===== config.mk =====
export PLATFORM = sky130hd
export DESIGN_NAME = rms_noise_level_meter
export DESIGN_NICKNAME = d
export VERILOG_FILES = /design/src/design/rmsm_pkg.sv /design/src/design/rms_noise_level_meter.sv /design/src/design/rmsm_div.sv /design/src/design/rmsm_isqrt.sv /design/src/design/rmsm_ctrl.sv /design/src/design/rmsm_dpath.sv
export VERILOG_INCLUDE_DIRS = /design/src /design/src/design
export SDC_FILE = /design/constraint.sdc
export NUM_CORES = 2
export LEC_CHECK = 0
export ABC_AREA = 1
export BUFFER_PORTS_ARGS = -buffer_cell sky130_fd_sc_hd__buf_2
export CORE_MARGIN = 3
export CORE_UTILIZATION = 50
export CTS_CLUSTER_DIAMETER = 40
export DETAILED_ROUTE_END_ITERATION = 8
export GPL_ROUTABILITY_DRIVEN = 1
export PLACE_DENSITY_LB_ADDON = 0.3
export SLEW_MARGIN = 40
export SYNTH_ARGS = -nofsm -noshare
export SYNTH_HDL_FRONTEND = slang
export SYNTH_SLANG_ARGS = --single-unit

===== constraint.sdc =====
create_clock -name i_clk -period 6.8 [get_ports i_clk]
set_input_delay 0.68 -clock i_clk [delete_from_list [all_inputs] [get_ports i_clk]]
set_output_delay 0.68 -clock i_clk [all_outputs]
set_load 0.02 [all_outputs]

===== src/design/rms_noise_level_meter_assert.svh =====
// ----------------------------------------------------------------------------
// RMS noise level meter assertion macros
// Shared concurrent assertion forms used at the end of the top level.
// ----------------------------------------------------------------------------
`ifndef RMS_NOISE_LEVEL_METER_ASSERT_SVH
`define RMS_NOISE_LEVEL_METER_ASSERT_SVH

// Consequent must hold in the same cycle as the antecedent.
`define RMSM_ASSERT_SAME(label, clk, rst_n, ante, cons) \
    label: assert property (@(posedge clk) disable iff (!rst_n) (ante) |-> (cons)) \
        else $error("rms meter check failed");

// Consequent must hold in the cycle after the antecedent.
`define RMSM_ASSERT_NEXT(label, clk, rst_n, ante, cons) \
    label: assert property (@(posedge clk) disable iff (!rst_n) (ante) |=> (cons)) \
        else $error("rms meter check failed");

`endif


===== src/design/rmsm_pkg.sv =====
// ----------------------------------------------------------------------------
// RMS noise level meter package
// Types, widths and codes shared by the controller and the datapath.
// ----------------------------------------------------------------------------
package rmsm_pkg;

    localparam int SAMPLE_W  = 16;
    localparam int SQ_W      = 31;
    localparam int DIVD_W    = 40;
    localparam int DIVS_W    = 16;
    localparam int DCNT_W    = 6;
    localparam int MS_W      = 31;
    localparam int SQRT_W    = 24;
    localparam int RAD_W     = 48;
    localparam int SREM_W    = 26;
    localparam int SCNT_W    = 5;
    localparam int Q8_SHIFT  = 8;
    localparam int PCT_W     = 7;
    localparam int PCT_MAX   = 100;
    localparam int SCALED_W  = SQRT_W + PCT_W - Q8_SHIFT;
    localparam int LVL_Q8_W  = 15;
    localparam int FS_W      = 15;
    localparam int CFG_IDX_W = 1;

    localparam logic [CFG_IDX_W-1:0] CFG_FULL_SCALE = 1'b0;
    localparam logic [CFG_IDX_W-1:0] CFG_ENABLE     = 1'b1;
    localparam logic [FS_W-1:0]      FS_RESET       = 15'd500;

    typedef enum logic [3:0] {
        S_ACC, S_MS_GO, S_MS_WAIT, S_SQ_GO, S_SQ_WAIT, S_MUL,
        S_PCT_GO, S_PCT_WAIT, S_EMA, S_OUT
    } t_state;

    typedef enum logic [1:0] {
        DSEL_MS, DSEL_PCT
    } t_div_sel;

    typedef struct packed {
        logic     accept;
        logic     div_start;
        t_div_sel div_sel;
        logic     sqrt_start;
        logic     mul_cap;
        logic     pct_cap;
        logic     step_cap;
        logic     upd;
    } t_cmd;

    typedef struct packed {
        logic end_pend;
        logic div_done;
        logic sqrt_done;
        logic out_free;
    } t_sts;

endpackage


===== src/design/rms_noise_level_meter.sv =====
// ----------------------------------------------------------------------------
// RMS noise level meter
// Chunked RMS loudness in percent of full scale with exponential smoothing.
// ----------------------------------------------------------------------------
// Signed 16-bit samples enter on the slave stream, one beat per cycle while
// a chunk is being gathered; each beat is squared and summed into a
// saturating 40-bit accumulator. A chunk closes at a beat with tlast set or
// at the beat that brings the count to MAX_CHUNK_SAMPLES. The block then
// stops taking beats while it forms the result: the mean square and the
// percent against full scale are two passes of one shared bit-serial
// divider, the Q8 square root is a digit-by-digit unit, and the
// smoothing step is a reciprocal multiplication; these set the
// chunk-end time. One result beat leaves per chunk through an
// output register, so a result waiting on the master side does not hold up
// the next chunk; only a second result finding the register still full adds
// wait cycles. The configuration port writes full_scale_rms (index 0, zero
// acts as one) and meter_enable (index 1); write it only while the meter is
// idle. With the meter disabled, smoothing runs as usual but noise_level
// reads as zero.
// ----------------------------------------------------------------------------
`include "rms_noise_level_meter_assert.svh"

module rms_noise_level_meter #(
    parameter int MAX_CHUNK_SAMPLES = 512,
    parameter int EMA_CHUNKS        = 96
) (
    input  logic        i_clk,
    input  logic        i_rst_n,
    // Sample stream.
    input  logic        s_axis_tvalid,
    output logic        s_axis_tready,
    input  logic [15:0] s_axis_tdata,   // [15:0] sample
    input  logic        s_axis_tlast,   // last_of_chunk
    // Result stream.
    output logic        m_axis_tvalid,
    input  logic        m_axis_tready,
    output logic [15:0] m_axis_tdata,   // [6:0] noise_level, [13:7] instant_percent
    // Configuration writes.
    input  logic        i_cfg_we,
    input  logic [0:0]  i_cfg_idx,
    input  logic [14:0] i_cfg_wdata
);
    import rmsm_pkg::*;

    t_cmd             w_cmd;
    t_sts             w_sts;
    logic [PCT_W-1:0] w_noise;
    logic [PCT_W-1:0] w_inst;

    rmsm_ctrl u_ctrl (
        .i_clk      (i_clk),
        .i_rst_n    (i_rst_n),
        .i_in_valid (s_axis_tvalid),
        .o_in_ready (s_axis_tready),
        .i_sts      (w_sts),
        .o_cmd      (w_cmd)
    );

    rmsm_dpath #(
        .MAX_CHUNK_SAMPLES (MAX_CHUNK_SAMPLES),
        .EMA_CHUNKS        (EMA_CHUNKS)
    ) u_dpath (
        .i_clk             (i_clk),
        .i_rst_n           (i_rst_n),
        .i_cmd             (w_cmd),
        .o_sts             (w_sts),
        .i_sample          ($signed(s_axis_tdata)),
        .i_last            (s_axis_tlast),
        .i_cfg_we          (i_cfg_we),
        .i_cfg_idx         (i_cfg_idx),
        .i_cfg_wdata       (i_cfg_wdata),
        .i_out_ready       (m_axis_tready),
        .o_out_valid       (m_axis_tvalid),
        .o_noise_level     (w_noise),
        .o_instant_percent (w_inst)
    );

    assign m_axis_tdata = {2'b00, w_inst, w_noise};

    // A beat taken now cannot produce a result in the very next cycle.
    `RMSM_ASSERT_NEXT(a_no_result_after_beat, i_clk, i_rst_n, s_axis_tvalid && s_axis_tready, !$rose(m_axis_tvalid))
    // The divider is never restarted while samples are still being taken.
    `RMSM_ASSERT_SAME(a_busy_blocks_input, i_clk, i_rst_n, w_cmd.div_start, !s_axis_tready)
    // Both reported levels stay within percent range.
    `RMSM_ASSERT_SAME(a_level_range, i_clk, i_rst_n, m_axis_tvalid, (w_noise <= 7'd100) && (w_inst <= 7'd100))

endmodule


===== src/design/rmsm_div.sv =====
// ----------------------------------------------------------------------------
// RMS meter serial divider
// Restoring divider producing one quotient bit per cycle.
// ----------------------------------------------------------------------------
module rmsm_div (
    input  logic                        i_clk,
    input  logic                        i_rst_n,
    input  logic                        i_start,
    input  logic [rmsm_pkg::DIVD_W-1:0] i_dividend,
    input  logic [rmsm_pkg::DIVS_W-1:0] i_divisor,
    output logic [rmsm_pkg::DIVD_W-1:0] o_quotient,
    output logic                        o_done
);
    import rmsm_pkg::*;

    logic              r_busy;
    logic              r_done;
    logic [DCNT_W-1:0] r_cnt;
    logic [DIVD_W-1:0] r_quo;
    logic [DIVS_W-1:0] r_rem;
    logic [DIVS_W-1:0] r_dvs;
    logic [DIVS_W:0]   w_trial;
    logic [DIVS_W:0]   w_diff;
    logic              w_ge;

    assign w_trial = {r_rem, r_quo[DIVD_W-1]};
    assign w_ge    = (w_trial >= {1'b0, r_dvs});
    assign w_diff  = w_trial - {1'b0, r_dvs};

    always_ff @(posedge i_clk) begin
        if (!i_rst_n) begin
            r_busy <= 1'b0;
            r_done <= 1'b0;
            r_cnt  <= '0;
        end else begin
            r_done <= 1'b0;
            if (i_start) begin
                r_busy <= 1'b1;
                r_cnt  <= '0;
            end else if (r_busy) begin
                r_cnt <= r_cnt + 1'b1;
                if (r_cnt == DCNT_W'(DIVD_W - 1)) begin
                    r_busy <= 1'b0;
                    r_done <= 1'b1;
                end
            end
        end
    end

    always_ff @(posedge i_clk) begin
        if (i_start) begin
            r_quo <= i_dividend;
            r_rem <= '0;
            r_dvs <= i_divisor;
        end else if (r_busy) begin
            r_quo <= {r_quo[DIVD_W-2:0], w_ge};
            r_rem <= w_ge ? w_diff[DIVS_W-1:0] : w_trial[DIVS_W-1:0];
        end
    end

    assign o_quotient = r_quo;
    assign o_done     = r_done;

endmodule


===== src/design/rmsm_isqrt.sv =====
// ----------------------------------------------------------------------------
// RMS meter integer square root
// Digit-by-digit root, one result bit per cycle.
// ----------------------------------------------------------------------------
module rmsm_isqrt (
    input  logic                       i_clk,
    input  logic                       i_rst_n,
    input  logic                       i_start,
    input  logic [rmsm_pkg::RAD_W-1:0] i_radicand,
    output logic [rmsm_pkg::SQRT_W-1:0] o_root,
    output logic                       o_done
);
    import rmsm_pkg::*;

    logic              r_busy;
    logic              r_done;
    logic [SCNT_W-1:0] r_cnt;
    logic [RAD_W-1:0]  r_rad;
    logic [SREM_W-1:0] r_rem;
    logic [SQRT_W-1:0] r_root;
    logic [SREM_W+1:0] w_acc;
    logic [SREM_W+1:0] w_trial;
    logic [SREM_W+1:0] w_diff;
    logic              w_ge;

    // Bring down the next two radicand bits and try root*4 + 1.
    assign w_acc   = {r_rem, r_rad[RAD_W-1 -: 2]};
    assign w_trial = {2'b00, r_root, 2'b01};
    assign w_ge    = (w_acc >= w_trial);
    assign w_diff  = w_acc - w_trial;

    always_ff @(posedge i_clk) begin
        if (!i_rst_n) begin
            r_busy <= 1'b0;
            r_done <= 1'b0;
            r_cnt  <= '0;
        end else begin
            r_done <= 1'b0;
            if (i_start) begin
                r_busy <= 1'b1;
                r_cnt  <= '0;
            end else if (r_busy) begin
                r_cnt <= r_cnt + 1'b1;
                if (r_cnt == SCNT_W'(SQRT_W - 1)) begin
                    r_busy <= 1'b0;
                    r_done <= 1'b1;
                end
            end
        end
    end

    always_ff @(posedge i_clk) begin
        if (i_start) begin
            r_rad  <= i_radicand;
            r_rem  <= '0;
            r_root <= '0;
        end else if (r_busy) begin
            r_rad  <= {r_rad[RAD_W-3:0], 2'b00};
            r_rem  <= w_ge ? w_diff[SREM_W-1:0] : w_acc[SREM_W-1:0];
            r_root <= {r_root[SQRT_W-2:0], w_ge};
        end
    end

    assign o_root = r_root;
    assign o_done = r_done;

endmodule


===== src/design/rmsm_ctrl.sv =====
// ----------------------------------------------------------------------------
// RMS meter controller
// Sequences accumulation and the end-of-chunk computation steps.
// ----------------------------------------------------------------------------
module rmsm_ctrl (
    input  logic           i_clk,
    input  logic           i_rst_n,
    input  logic           i_in_valid,
    output logic           o_in_ready,
    input  rmsm_pkg::t_sts i_sts,
    output rmsm_pkg::t_cmd o_cmd
);
    import rmsm_pkg::*;

    t_state r_state;
    t_state n_state;

    always_ff @(posedge i_clk) begin
        if (!i_rst_n) begin
            r_state <= S_ACC;
        end else begin
            r_state <= n_state;
        end
    end

    always_comb begin
        n_state    = r_state;
        o_cmd      = '0;
        o_in_ready = 1'b0;
        unique case (r_state)
            S_ACC: begin
                o_in_ready   = !i_sts.end_pend;
                o_cmd.accept = i_in_valid && !i_sts.end_pend;
                if (i_sts.end_pend) begin
                    n_state = S_MS_GO;
                end
            end
            S_MS_GO: begin
                o_cmd.div_start = 1'b1;
                o_cmd.div_sel   = DSEL_MS;
                n_state         = S_MS_WAIT;
            end
            S_MS_WAIT: begin
                if (i_sts.div_done) begin
                    n_state = S_SQ_GO;
                end
            end
            S_SQ_GO: begin
                o_cmd.sqrt_start = 1'b1;
                n_state          = S_SQ_WAIT;
            end
            S_SQ_WAIT: begin
                if (i_sts.sqrt_done) begin
                    n_state = S_MUL;
                end
            end
            S_MUL: begin
                o_cmd.mul_cap = 1'b1;
                n_state       = S_PCT_GO;
            end
            S_PCT_GO: begin
                o_cmd.div_start = 1'b1;
                o_cmd.div_sel   = DSEL_PCT;
                n_state         = S_PCT_WAIT;
            end
            S_PCT_WAIT: begin
                if (i_sts.div_done) begin
                    o_cmd.pct_cap = 1'b1;
                    n_state       = S_EMA;
                end
            end
            S_EMA: begin
                o_cmd.step_cap = 1'b1;
                n_state        = S_OUT;
            end
            S_OUT: begin
                if (i_sts.out_free) begin
                    o_cmd.upd = 1'b1;
                    n_state   = S_ACC;
                end
            end
            default: begin
                n_state = S_ACC;
            end
        endcase
    end

endmodule


===== src/design/rmsm_dpath.sv =====
// ----------------------------------------------------------------------------
// RMS meter datapath
// Square accumulator, shared divider, square root, scaling and smoothing.
// ----------------------------------------------------------------------------
module rmsm_dpath #(
    parameter int MAX_CHUNK_SAMPLES = 512,
    parameter int EMA_CHUNKS        = 96
) (
    input  logic                                 i_clk,
    input  logic                                 i_rst_n,
    input  rmsm_pkg::t_cmd                       i_cmd,
    output rmsm_pkg::t_sts                       o_sts,
    input  logic signed [rmsm_pkg::SAMPLE_W-1:0] i_sample,
    input  logic                                 i_last,
    input  logic                                 i_cfg_we,
    input  logic [rmsm_pkg::CFG_IDX_W-1:0]       i_cfg_idx,
    input  logic [rmsm_pkg::FS_W-1:0]            i_cfg_wdata,
    input  logic                                 i_out_ready,
    output logic                                 o_out_valid,
    output logic [rmsm_pkg::PCT_W-1:0]           o_noise_level,
    output logic [rmsm_pkg::PCT_W-1:0]           o_instant_percent
);
    import rmsm_pkg::*;

    localparam int CW = $clog2(MAX_CHUNK_SAMPLES + 1);

    // Reciprocal of EMA_CHUNKS, rounded up, scaled so that the product
    // shifted down gives the exact floor quotient of any 15-bit magnitude.
    localparam int              EMA_SH  = LVL_Q8_W + $clog2(EMA_CHUNKS);
    localparam longint unsigned EMA_RCP = ((64'd1 << EMA_SH) + 64'(EMA_CHUNKS) - 64'd1)
                                          / 64'(EMA_CHUNKS);
    localparam int              RCP_W   = LVL_Q8_W + 2;
    localparam int              PROD_W  = LVL_Q8_W + RCP_W;

    logic [FS_W-1:0]          r_fs;
    logic                     r_en;
    logic [SQ_W-1:0]          r_sq;
    logic                     r_sq_vld;
    logic                     r_end_pend;
    logic [DIVD_W-1:0]        r_sum;
    logic [CW-1:0]            r_cnt;
    logic [SCALED_W-1:0]      r_scaled;
    logic [PCT_W-1:0]         r_pct;
    logic [LVL_Q8_W-1:0]      r_step;
    logic [LVL_Q8_W-1:0]      r_smooth;
    logic                     r_out_vld;
    logic [PCT_W-1:0]         r_out_noise;
    logic [PCT_W-1:0]         r_out_inst;

    logic [SAMPLE_W-1:0]      w_mag;
    logic [2*SAMPLE_W-1:0]    w_sq;
    logic [CW-1:0]            w_cnt_next;
    logic                     w_full;
    logic [DIVD_W:0]          w_sum_ext;
    logic [DIVD_W-1:0]        w_dividend;
    logic [DIVS_W-1:0]        w_divisor;
    logic [DIVS_W-1:0]        w_fs_nz;
    logic [DIVD_W-1:0]        w_quo;
    logic                     w_div_done;
    logic [SQRT_W-1:0]        w_root;
    logic                     w_sqrt_done;
    logic [SQRT_W+PCT_W-1:0]  w_prod;
    logic [LVL_Q8_W-1:0]      w_target;
    logic                     w_neg;
    logic [LVL_Q8_W-1:0]      w_diff;
    logic [PROD_W-1:0]        w_step_prod;
    logic [LVL_Q8_W-1:0]      w_step;
    logic [LVL_Q8_W-1:0]      w_smooth_next;
    logic                     w_out_free;

    assign w_mag      = i_sample[SAMPLE_W-1] ? (~i_sample + 1'b1) : i_sample;
    assign w_sq       = w_mag * w_mag;
    assign w_cnt_next = r_cnt + 1'b1;
    assign w_full     = (w_cnt_next == CW'(MAX_CHUNK_SAMPLES));
    assign w_sum_ext  = (DIVD_W+1)'(r_sum) + (DIVD_W+1)'(r_sq);

    // Configuration registers.
    always_ff @(posedge i_clk) begin
        if (!i_rst_n) begin
            r_fs <= FS_RESET;
            r_en <= 1'b0;
        end else if (i_cfg_we) begin
            unique case (i_cfg_idx)
                CFG_FULL_SCALE: r_fs <= i_cfg_wdata;
                CFG_ENABLE:     r_en <= i_cfg_wdata[0];
                default:        r_en <= r_en;
            endcase
        end
    end

    // Accumulator: square registered on accept, added the next cycle.
    always_ff @(posedge i_clk) begin
        if (!i_rst_n) begin
            r_sq_vld   <= 1'b0;
            r_end_pend <= 1'b0;
            r_sum      <= '0;
            r_cnt      <= '0;
        end else begin
            r_sq_vld <= i_cmd.accept;
            if (r_sq_vld) begin
                r_sum <= w_sum_ext[DIVD_W] ? '1 : w_sum_ext[DIVD_W-1:0];
            end
            if (i_cmd.accept) begin
                r_cnt      <= w_cnt_next;
                r_end_pend <= i_last || w_full;
            end
            if (i_cmd.div_start && (i_cmd.div_sel == DSEL_MS)) begin
                r_sum      <= '0;
                r_cnt      <= '0;
                r_end_pend <= 1'b0;
            end
        end
    end

    always_ff @(posedge i_clk) begin
        if (i_cmd.accept) begin
            r_sq <= w_sq[SQ_W-1:0];
        end
    end

    // Shared divider operand selection.
    assign w_fs_nz  = (r_fs == '0) ? DIVS_W'(1) : DIVS_W'(r_fs);
    assign w_target = {r_pct, Q8_SHIFT'(0)};
    assign w_neg    = (w_target < r_smooth);
    assign w_diff   = w_neg ? (r_smooth - w_target) : (w_target - r_smooth);

    always_comb begin
        unique case (i_cmd.div_sel)
            DSEL_MS: begin
                w_dividend = r_sum;
                w_divisor  = DIVS_W'(r_cnt);
            end
            DSEL_PCT: begin
                w_dividend = DIVD_W'(r_scaled);
                w_divisor  = w_fs_nz;
            end
            default: begin
                w_dividend = r_sum;
                w_divisor  = w_fs_nz;
            end
        endcase
    end

    rmsm_div u_div (
        .i_clk      (i_clk),
        .i_rst_n    (i_rst_n),
        .i_start    (i_cmd.div_start),
        .i_dividend (w_dividend),
        .i_divisor  (w_divisor),
        .o_quotient (w_quo),
        .o_done     (w_div_done)
    );

    // Mean square in Q16 gives the root directly in Q8.
    rmsm_isqrt u_isqrt (
        .i_clk      (i_clk),
        .i_rst_n    (i_rst_n),
        .i_start    (i_cmd.sqrt_start),
        .i_radicand (RAD_W'({w_quo[MS_W-1:0], 16'h0000})),
        .o_root     (w_root),
        .o_done     (w_sqrt_done)
    );

    assign w_prod      = w_root * (SQRT_W+PCT_W)'(PCT_MAX);
    assign w_step_prod = PROD_W'(w_diff) * PROD_W'(EMA_RCP);

    always_ff @(posedge i_clk) begin
        if (i_cmd.mul_cap) begin
            r_scaled <= w_prod[SQRT_W+PCT_W-1:Q8_SHIFT];
        end
        if (i_cmd.pct_cap) begin
            r_pct <= (w_quo > DIVD_W'(PCT_MAX)) ? PCT_W'(PCT_MAX) : w_quo[PCT_W-1:0];
        end
        if (i_cmd.step_cap) begin
            r_step <= LVL_Q8_W'(w_step_prod >> EMA_SH);
        end
    end

    // Smoothing step: the magnitude quotient truncates toward zero.
    assign w_step        = r_step;
    assign w_smooth_next = w_neg ? (r_smooth - w_step) : (r_smooth + w_step);
    assign w_out_free    = !r_out_vld || i_out_ready;

    always_ff @(posedge i_clk) begin
        if (!i_rst_n) begin
            r_smooth  <= '0;
            r_out_vld <= 1'b0;
        end else begin
            if (r_out_vld && i_out_ready) begin
                r_out_vld <= 1'b0;
            end
            if (i_cmd.upd) begin
                r_smooth  <= w_smooth_next;
                r_out_vld <= 1'b1;
            end
        end
    end

    always_ff @(posedge i_clk) begin
        if (i_cmd.upd) begin
            r_out_noise <= r_en ? w_smooth_next[LVL_Q8_W-1:Q8_SHIFT] : '0;
            r_out_inst  <= r_pct;
        end
    end

    assign o_sts.end_pend  = r_end_pend;
    assign o_sts.div_done  = w_div_done;
    assign o_sts.sqrt_done = w_sqrt_done;
    assign o_sts.out_free  = w_out_free;

    assign o_out_valid       = r_out_vld;
    assign o_noise_level     = r_out_noise;
    assign o_instant_percent = r_out_inst;

endmodule

==> impl_metrics.ini <==
[status]
status = complete, no violations

[final_layout]
final_nets = 5000
diodes = 0
syn_to_final_growth_pct = 16.16
layout-drive-gt1-share = 0.1160

[synth]
synth-edff-count = 169
synth_top_area_share = 0.1545
synthTopCellsByArea = edfxtp_1 (15%), fa_1 (15%), ha_1 (14%)
yosysUniqueCellTypes = 67
yosys_warnings = 0
synth_top_area_cell = edfxtp_1
syn_area_sq_mm = 0.03284
synth_cells = 4087
yosysMostFrequentCell = inv_1
ys_async_sr_fraction = 0
syn-mean-instance-area_sq_um = 8.036
synthTopCellsByCount = inv_1 (835), nand2_1 (693), ha_1 (376), nor2_1 (322), o21ai_0 (264)
yosysSeqAreaShare = 0.2581
ys.flop_type = dfxtp_1
ys_seq_elements = 339

[worst_setup_path]
cpMaxStageDelayCell = fa_1
reg2reg_from = u_dpath.r_pct[4]$_SDFFCE_PN0P_
crit_top_cell = inv_1
cp.arrival_ns = 6.83
cp-start-kind = input pin
crit_start = s_axis_tdata[1]
cp_max_fo = 5
required_ns = 7.13
slowest_delay_ns = 0.55
critical_path_class = input pin to flop
critPathCaptureType = flop

[sta]
rsz0062_at_grt = yes
maxSlewHeadroom = 0.5074
setup_viol = 0
final_max_slew_viol_count = 0
fin_crit_sh = 0.9555
period_needed_ns = 6.498
hold_violations = 0
holdWs_ns = 0.3150
tightest_slew_ns = 0.7312
max_freq_mhz = 153.9
skew_ns = 0.02807

[clock_network]
root_buffer = clkbuf_16
clk_latency_ns = 0.59
ctsHtreeMaxLevel = 3
numCtsBuffers = 66
cts.sinks = 339
clk_pin_slew_ns = 0.06
cts_tree = built
cts_buffer_depth = 3

[drt]
wl_met3_microns = 4379
routed.top_layer = met4
avgRoutedWirePerCell_microns = 15.77
drt_iter0_drc = 1857
drt-vias-per-instance = 5.242
met2_length_microns = 38890
drc = 0
ant_nets = 0
first_pass_iters = 6
vias = 27490
met1_length_microns = 37200
routed_wl_microns = 82720

[global_routing]
gr-usage-all-layers = 0.2393
grt_overflow_total = 0
antenna_found_initial = 1
grt_max_degree = 65
grt_pass1_wl_microns = 136600
grt_pass1_vias = 27350

[place]
place.gp.congestion = 0.9446
io_buffers = 53
dp.final_hpwl_microns = 65580

[die]
chipHeight_microns = 262.3
pin_count = 56
initial_core_util = 0.5077
die_area_sq_mm = 0.06880
die_w_microns = 262.3
coreArea_sq_mm = 0.06470
rows = 93

[job]
drv_cap = 0

[worst_hold_path]
hp-start = i_cfg_wdata[8]
hp-class = input pin to flop
==> layer usage <==
layer | up-vias | track usage
met1 | 12890 | 0.3213
met5 | - | 0
met4 | 0 | 0.06638
met2 | 716 | 0.4039
met3 | 137 | 0.03539
li1 | 13750 | -
==> flip-flops by register name (all words and copies together) (netlist names), 16 cells and up <==
signal                    count
u_dpath.r_scaled             23
u_dpath.r_sq                 30
u_dpath.u_isqrt.r_rad        32
u_dpath.u_div.o_quotient     40
u_dpath.u_div.r_rem          16
u_dpath.u_isqrt.r_rem        26
u_dpath.r_sum                40
u_dpath.u_isqrt.o_root       24
==> timing repair <==
item	4_1_cts	5_1_grt
pin swaps	0	25
setup endpoints to repair	2	21
setup buffers	0	12
resized for setup	2	79
hold buffers	0	0
==> kinds of logic after synthesis <==
| kind of cell | count (synthesis) | synth area share |
|---|---|---|
| flip-flops | 339 | 0.2581 |
| adder cells (fa/ha/maj) | 625 | 0.2950 |
| buffers and inverters | 927 | 0.1081 |
| XOR/XNOR | 159 | 0.04305 |
| AO/OA/AOI/OAI | 739 | 0.1300 |
| other | 2 | 0.0002287 |
| multiplexers | 3 | 0.0009143 |
| AND/OR/NAND/NOR | 1293 | 0.1646 |
==> cells in the final DEF, fill, tap and decap left out, types with 39 or more instances in the layout <==
cell type    n
nand3_1    153
ha_1       356
nor3_1      39
clkbuf_16   70
o21ai_0    255
xnor2_1     60
buf_2       53
nand2_1    687
nor2_1     310
edfxtp_1   169
fa_1       245
dfxtp_1    168
a21oi_1    241
inv_1      832
xor2_1      92
buf_4      201
==> stage by stage <==
| step | std cells | setup WS [ns] | setup TNS [ns] | instance area [sq um] | util |
|---|---|---|---|---|---|
| final | 5244 | 0.3024 | 0 | 38150 | 0.5897 |
| after CTS | 5232 | 0.01021 | 0 | 37700 | 0.5828 |
| after detailed placement | 5112 | -0.3954 | -4.102 | 35410 | 0.5472 |
| after global placement | 5112 | -0.2782 | -2.827 | 35390 | 0.5469 |
| after global routing | 5244 | -0.06360 | -0.06862 | 38150 | 0.5897 |
| after floorplan | 4098 | 0.002082 | 0 | 32990 | - |
==> path summary, 6_finish.rpt <==
kind                                             to  slack (ns)  cells past startpoint
max reg2reg             u_dpath.r_step[2]$_DFFE_PP_        0.31                     26
max                      u_dpath.r_sq[30]$_DFFE_PP_        0.30                     30
min                    u_dpath.r_fs[8]$_SDFFE_PN1P_        0.32                      3
min reg2reg  u_dpath.u_isqrt.r_rem[24]$_SDFFE_PP0P_        0.45                      2
==> final cells by class <==
type | count | area (sq um)
Timing Repair Buffer | 256 | 1809
Clock buffer | 79 | 1836
Fill cell | 5773 | 26550
Clock inverter | 41 | 447.9
Tap cell | 855 | 1070
Sequential cell | 339 | 8481
Inverter | 842 | 3169
Multi-Input combinational cell | 2832 | 21340
==> worst max-delay path, delay by kind of cell <==
| kind | cells | cell delay, ns |
|---|---|---|
| and+or+nand+nor | 5 | 0.46 |
| xor gates and xnor gates | 2 | 0.65 |
| adders and majority gates | 8 | 3.48 |
| AOI/OAI and AO/OA | 5 | 0.77 |
| buffers and inverters | 10 | 0.76 |
Power is not shown: default switching activity piles up to over one toggle a cycle in this logic, so the estimate is an artifact.
